## config.mk

```make
export PLATFORM = sky130hd
export DESIGN_NAME = ising_metropolis_site_update
export DESIGN_NICKNAME = d
export VERILOG_FILES = /design/src/rtl/ising_pkg.sv /design/src/rtl/ising_metropolis_site_update.sv
export SDC_FILE = /design/constraint.sdc
export NUM_CORES = 2
export LEC_CHECK = 0
export BUFFER_PORTS_ARGS = -buffer_cell sky130_fd_sc_hd__buf_4
export CAP_MARGIN = 20
export CORE_UTILIZATION = 63
export DETAILED_ROUTE_END_ITERATION = 10
export GPL_TIMING_DRIVEN = 0
export PLACE_DENSITY = 0.79
export SYNTH_ARGS = -nofsm -noshare
export SYNTH_HDL_FRONTEND = slang
export SYNTH_SLANG_ARGS = --single-unit
```

## constraint.sdc

```tcl
create_clock -name clk -period 16.9 [get_ports clk]
set_clock_uncertainty 0.15 [all_clocks]
set_input_delay 0.845 -clock clk [delete_from_list [all_inputs] [get_ports clk]]
set_output_delay 0.845 -clock clk [all_outputs]
set_load 0.1 [all_outputs]
```

## src/rtl/ising_pkg.sv

```systemverilog
// ----------------------------------------------------------------------------
// ising_pkg
// Types and constants shared by the Ising lattice site update block.
// ----------------------------------------------------------------------------
package ising_pkg;

  localparam int SIDE_MAX   = 64;
  localparam int IDX_W      = 6;
  localparam int SIDE_W     = 7;
  localparam int THR_W      = 16;
  localparam int CFG_IDX_W  = 3;
  localparam int DE_W       = 5;

  typedef logic [SIDE_MAX-1:0] row_word_t;
  typedef logic [IDX_W-1:0]    idx_t;

  localparam logic [CFG_IDX_W-1:0] REG_LATTICE_SIDE  = 3'd0;
  localparam logic [CFG_IDX_W-1:0] REG_THRESH_TWO    = 3'd1;
  localparam logic [CFG_IDX_W-1:0] REG_THRESH_FOUR   = 3'd2;
  localparam logic [CFG_IDX_W-1:0] REG_THRESH_SIX    = 3'd3;
  localparam logic [CFG_IDX_W-1:0] REG_THRESH_EIGHT  = 3'd4;

  localparam logic signed [DE_W-1:0] DE_TWO   = 5'sd2;
  localparam logic signed [DE_W-1:0] DE_FOUR  = 5'sd4;
  localparam logic signed [DE_W-1:0] DE_SIX   = 5'sd6;
  localparam logic signed [DE_W-1:0] DE_EIGHT = 5'sd8;

  localparam logic [SIDE_W-1:0] SIDE_MIN_EFF = 7'd2;
  localparam logic [SIDE_W-1:0] SIDE_MAX_EFF = 7'd64;
  localparam logic [SIDE_W-1:0] SIDE_RESET   = 7'd64;

  localparam logic REQ_LOAD  = 1'b0;
  localparam logic REQ_TRIAL = 1'b1;

  typedef enum logic [1:0] {
    ST_IDLE,
    ST_UP,
    ST_DN,
    ST_MID
  } upd_state_t;

endpackage

```

## src/rtl/ising_metropolis_site_update.sv

```systemverilog
// ----------------------------------------------------------------------------
// ising_metropolis_site_update
// Metropolis single-site update on a square lattice of spins with open
// boundaries, with the lattice held one row per word in a synchronous memory.
//
//   channel   ports                               handshake
//   input     in_req_type .. in_random_value      start, taken when busy is low
//   result    out_accepted, out_spin_after, ...   out_valid, one cycle
//   config    cfg_index, cfg_wdata                cfg_we, no wait
//
// For every item, the row above, the row below and the site's own row are read
// in turn through the single read port of the row memory after acceptance, and
// the updated row is written back in the cycle that evaluates the trial; the
// result strobe is registered. A new item is taken on the cycle its
// predecessor's result is shown. Reset is synchronous and clears control and
// configuration; the row memory is not cleared, and every site must be
// loaded before a trial reads it. The receiver cannot stall the result.
// ----------------------------------------------------------------------------
module ising_metropolis_site_update
  import ising_pkg::*;
(
  input  logic                   clk,
  input  logic                   rst_n,
  input  logic                   start,
  output logic                   busy,
  input  logic                   in_req_type,
  input  logic [IDX_W-1:0]       in_row,
  input  logic [IDX_W-1:0]       in_col,
  input  logic                   in_spin_value,
  input  logic [THR_W-1:0]       in_random_value,
  output logic                   out_valid,
  output logic                   out_accepted,
  output logic                   out_spin_after,
  output logic signed [DE_W-1:0] out_delta_energy,
  input  logic                   cfg_we,
  input  logic [CFG_IDX_W-1:0]   cfg_index,
  input  logic [THR_W-1:0]       cfg_wdata
);

  upd_state_t        state_r, state_nxt;
  logic [SIDE_W-1:0] lattice_side_r;
  logic [THR_W-1:0]  thr_two_r, thr_four_r, thr_six_r, thr_eight_r;

  logic              req_type_r;
  idx_t              row_r, col_r;
  logic              spin_value_r;
  logic [THR_W-1:0]  random_r;

  row_word_t         mem [SIDE_MAX];
  row_word_t         rd_data_r;
  idx_t              rd_addr;
  row_word_t         up_r, dn_r;
  logic              wr_en;
  row_word_t         wr_data;

  logic                   accept;
  logic [SIDE_W-1:0]      side_eff;
  logic                   in_range;
  logic                   up_ok, dn_ok, lf_ok, rt_ok;
  logic                   old_spin;
  logic [2:0]             n_cnt, p_cnt;
  logic signed [DE_W-1:0] sum_s, dbl_s, de_s;
  logic [THR_W-1:0]       thr_sel;
  logic                   acc;

  logic                   out_valid_r;
  logic                   out_accepted_r;
  logic                   out_spin_after_r;
  logic signed [DE_W-1:0] out_delta_energy_r;

  assign accept = start && !busy;

  always_ff @(posedge clk) begin
    if (!rst_n) begin
      lattice_side_r <= SIDE_RESET;
      thr_two_r      <= '0;
      thr_four_r     <= '0;
      thr_six_r      <= '0;
      thr_eight_r    <= '0;
    end else if (cfg_we) begin
      case (cfg_index)
        REG_LATTICE_SIDE: lattice_side_r <= cfg_wdata[SIDE_W-1:0];
        REG_THRESH_TWO:   thr_two_r      <= cfg_wdata;
        REG_THRESH_FOUR:  thr_four_r     <= cfg_wdata;
        REG_THRESH_SIX:   thr_six_r      <= cfg_wdata;
        REG_THRESH_EIGHT: thr_eight_r    <= cfg_wdata;
        default: ;
      endcase
    end
  end

  always_ff @(posedge clk) begin
    if (!rst_n) begin
      state_r <= ST_IDLE;
    end else begin
      state_r <= state_nxt;
    end
  end

  always_comb begin
    state_nxt = state_r;
    busy      = 1'b1;
    rd_addr   = row_r;
    case (state_r)
      ST_IDLE: begin
        busy    = !rst_n;
        rd_addr = in_row - idx_t'(1);
        if (accept) begin
          state_nxt = ST_UP;
        end
      end
      ST_UP: begin
        rd_addr   = row_r + idx_t'(1);
        state_nxt = ST_DN;
      end
      ST_DN: begin
        rd_addr   = row_r;
        state_nxt = ST_MID;
      end
      ST_MID: begin
        state_nxt = ST_IDLE;
      end
      default: begin
        state_nxt = ST_IDLE;
      end
    endcase
  end

  always_ff @(posedge clk) begin
    if (accept) begin
      req_type_r   <= in_req_type;
      row_r        <= in_row;
      col_r        <= in_col;
      spin_value_r <= in_spin_value;
      random_r     <= in_random_value;
    end
    if (state_r == ST_UP) begin
      up_r <= rd_data_r;
    end
    if (state_r == ST_DN) begin
      dn_r <= rd_data_r;
    end
  end

  always_ff @(posedge clk) begin
    rd_data_r <= mem[rd_addr];
    if (wr_en) begin
      mem[row_r] <= wr_data;
    end
  end

  always_comb begin
    side_eff = lattice_side_r;
    if (lattice_side_r < SIDE_MIN_EFF) begin
      side_eff = SIDE_MIN_EFF;
    end else if (lattice_side_r > SIDE_MAX_EFF) begin
      side_eff = SIDE_MAX_EFF;
    end
    in_range = ({1'b0, row_r} < side_eff) && ({1'b0, col_r} < side_eff);
    up_ok    = (row_r != '0);
    dn_ok    = (({1'b0, row_r} + SIDE_W'(1)) < side_eff);
    lf_ok    = (col_r != '0);
    rt_ok    = (({1'b0, col_r} + SIDE_W'(1)) < side_eff);

    old_spin = rd_data_r[col_r];
    n_cnt = 3'(up_ok) + 3'(dn_ok) + 3'(lf_ok) + 3'(rt_ok);
    p_cnt = 3'(up_ok && up_r[col_r])
          + 3'(dn_ok && dn_r[col_r])
          + 3'(lf_ok && rd_data_r[col_r - idx_t'(1)])
          + 3'(rt_ok && rd_data_r[col_r + idx_t'(1)]);
    sum_s = $signed({1'b0, p_cnt, 1'b0}) - $signed({2'b00, n_cnt});
    dbl_s = $signed({sum_s[3:0], 1'b0});

    de_s = '0;
    if (req_type_r == REQ_TRIAL && spin_value_r != old_spin) begin
      de_s = old_spin ? dbl_s : -dbl_s;
    end

    case (de_s)
      DE_TWO:   thr_sel = thr_two_r;
      DE_FOUR:  thr_sel = thr_four_r;
      DE_SIX:   thr_sel = thr_six_r;
      DE_EIGHT: thr_sel = thr_eight_r;
      default:  thr_sel = '0;
    endcase

    acc = de_s[DE_W-1] || (de_s == '0) || (random_r < thr_sel);

    wr_en            = (state_r == ST_MID) && in_range && acc;
    wr_data          = rd_data_r;
    wr_data[col_r]   = spin_value_r;
  end

  always_ff @(posedge clk) begin
    if (!rst_n) begin
      out_valid_r <= 1'b0;
    end else begin
      out_valid_r <= (state_r == ST_MID);
    end
    if (state_r == ST_MID) begin
      if (in_range) begin
        out_accepted_r     <= acc;
        out_spin_after_r   <= acc ? spin_value_r : old_spin;
        out_delta_energy_r <= de_s;
      end else begin
        out_accepted_r     <= 1'b0;
        out_spin_after_r   <= 1'b0;
        out_delta_energy_r <= '0;
      end
    end
  end

  assign out_valid        = out_valid_r;
  assign out_accepted     = out_accepted_r;
  assign out_spin_after   = out_spin_after_r;
  assign out_delta_energy = out_delta_energy_r;

endmodule
```

==> flow_metrics.tcl <==
set metrics [dict create \
    nets 11200 \
    syn-cell-area_um2 181000 \
    setup_violations 0 \
    die_w_um 538 \
    htreeDepth 5 \
    synth_area_per_cell_um2 18.1 \
    coreArea_um2 285000 \
    io_buffer_count 59 \
    synth_common_cells "edfxtp_1, mux2i_1, buf_2" \
    syn_inst 10000 \
    gr-total-overflow 0 \
    gp_congestion 0.970 \
    max_stage_delay_ns 0.95 \
    relSlewSlack_pct 20.6 \
    routed_wl_um 473000 \
    drc 0 \
    synthesis.yosys.warnings 0 \
    layout-drive-gt1-share_pct 15.3 \
    synthDistinctLibCells 69 \
    path_class "reg2reg" \
    seq_power_share_pct 34.2 \
    drv_cap 0 \
    hold_class "in2reg" \
    required_ns 17.43 \
    yosysMostFrequentCell "edfxtp_1" \
    cp_max_fo 10 \
    ys_seq_area_share_pct 72.3 \
    worstSetupStartpointType "flip-flop" \
    grt_pass1_wl_um 671000 \
    rsz0062_at_grt "no" \
    cts_buffer_depth 4 \
    period_share_pct 92.2 \
    clockRootBuffer "clkbuf_16" \
    detail_route.iter0.violations 11200 \
    worstPathArrival_ns 16.11 \
    crit_top_cell "ha_1" \
    fin_tns_setup_ns 0 \
    cp_slowest_cell "nor3_2" \
    grtUsageTotal_pct 32.6 \
    finalMaxSlewViolations 0 \
    io_pins 62 \
    cts_resized 0 \
    syn-num-nets 10100 \
    finalHoldViolCount 0 \
    crit_path_end_kind "flip-flop" \
    ys_ff_latch 4398 \
    power_density_nw_per_um2 198 \
    drtAntennaViolNets 0 \
    grt_antenna_before_repair 38 \
    synth_ff_type "edfxtp_1" \
    dieHeight_um 538 \
    fin_crit_ns 15.58 \
    status "complete, no violations" \
    post-dp-hpwl_um 330000 \
    grt_start_max_net_pins 65 \
    synth-edff-count 4260 \
    post-route-util_pct 73.0 \
    path_clk_slew_ns 0.06 \
    async_reset_ff_share_pct 0 \
    die_area_um2 289000 \
    viasPerCell 6.42 \
    p_int_uw 25600 \
    synth_top_cell_by_area "edfxtp_1" \
    leakage_uw 0.0788 \
    tightest_slew_ns 1.19 \
    start_util_pct 63.4 \
    vias 98000 \
    numCtsBuffers 426 \
    wl_per_cell_um 31.0 \
    synth_top_cell_area_share_pct 70.8 \
    synth_area_leaders "edfxtp_1, mux2i_1, dfxtp_1" \
    cts_tree "built" \
    p_switching_uw 15700 \
    num_rows 196 \
    clk-insertion-delay-late_ns 1.00 \
    peakVddDrop_mv 0.220 \
    max_freq_ghz 0.0642 \
    first_global_vias 97700 \
    clock_power_share_pct 22.7 \
    area_growth_pct 15.2 \
    cts_sinks 4398 \
    sw_frac_of_total_pct 38.0 \
    p_comb_share_pct 43.1 \
    firstDrtPassIters 6 \
]
[cell usage in the layout, fill, tap and decap left out, types with 70 or more instances in the layout]
cell / Yosys / routed
clkbuf_16: 0 / 434
clkbuf_1: 165 / 223
nand2_1: 242 / 220
buf_4: 4 / 104
mux2i_1: 4079 / 4079
buf_1: 94 / 95
edfxtp_1: 4260 / 4260
clkinv_2: 0 / 94
buf_6: 5 / 431
a21boi_0: 70 / 70
clkinv_1: 1 / 86
dfxtp_1: 138 / 138
buf_2: 275 / 276
[final cells by class]
class                           instances  area (um2)
Sequential cell                      4398      131000
Fill cell                           16600       77000
Multi-Input combinational cell       5037       48000
Clock buffer                          524       11300
Timing Repair Buffer                  679        8390
Tap cell                             3762        4710
Buffer                                543        2460
Clock inverter                        261        2460
Antenna cell                           36        90.1
Inverter                               22        82.6
[routing by layer]
layer | part of all wire [%] | track usage [%]
met5 | 0.063 | 0
met4 | 5.0 | 15.2
met3 | 9.2 | 5.99
met2 | 46 | 50.8
met1 | 40 | 45.0
[cell families after synthesis]
family          after synthesis  share of synthesized area, %
flops                      4398                          72.3
mux                        4172                          23.4
buf+inv                     565                          1.39
simple gates                494                          1.24
compound gates              294                          1.16
fa+ha+maj                    51                         0.374
xor+xnor                     25                         0.121
other cells                   1                       0.00207
[sequential cells by signal, indices dropped and copies added, names as in the netlist, 2 cells and up]
| signal | flops |
|---|---|
| thr_two_r | 16 |
| out_delta_energy | 4 |
| thr_four_r | 16 |
| lattice_side_r | 7 |
| mem | 4096 |
| up_r | 64 |
| rd_data_r | 64 |
| col_r | 6 |
| row_r | 6 |
| thr_eight_r | 16 |
| random_r | 16 |
| state_r | 2 |
| thr_six_r | 16 |
| dn_r | 64 |
[final timing paths]
| path | start | end | slack [ns] | cells past startpoint |
|---|---|---|---|---|
| worst max-delay path | col_r[1] | mem[3][8] | 1.32 | 35 |
| worst min-delay path | cfg_wdata[5] | lattice_side_r[5] | 0.03 | 3 |
| worst min register to register | thr_two_r[13] | thr_two_r[13] | 0.31 | 2 |
| worst max register to register | col_r[1] | mem[3][8] | 1.32 | 35 |
[critical path: cells and delay by family (launching register included)]
kind                     cells  cell delay, ns
AO/OA/AOI/OAI                6            2.07
flip-flops                   1            0.79
multiplexers                 4            1.67
AND/OR/NAND/NOR              5            1.74
buffers and inverters       11            4.63
adder cells (fa/ha/maj)      9            4.11
[timing repair]
| item | in CTS | in global routing |
|---|---|---|
| endpoints found under the hold margin | 87 | 0 |
| endpoints found under the setup margin | 0 | 0 |
| buffers inserted | 0 | 0 |
| hold buffers | 45 | 0 |
[through the flow]
step	hold WS [ns]	setup slack, ns	cell area (um2)	total power [uW]	std cells
after global routing	0.0448	0.973	208000	42400	15200
after global placement	0.300	-6.52	186000	30700	13800
after CTS	0.00429	1.82	207000	40900	15200
final	0.0262	1.32	208000	41300	15300
after floorplan	0.293	2.71	181000	25200	10000
after detailed placement	0.307	1.90	193000	31500	14400
[power by group through the flow]
stage               Clock [uW]  Combinational (uW)  Sequential (uW)
floorplan                    0               10900            14200
global placement             0               16200            14500
detailed placement           0               17200            14400
CTS                       9410               17400            14100
global route              9840               18400            14100
finish                    9360               17800            14100
Note: power is estimated with default switching activity, not from simulation.
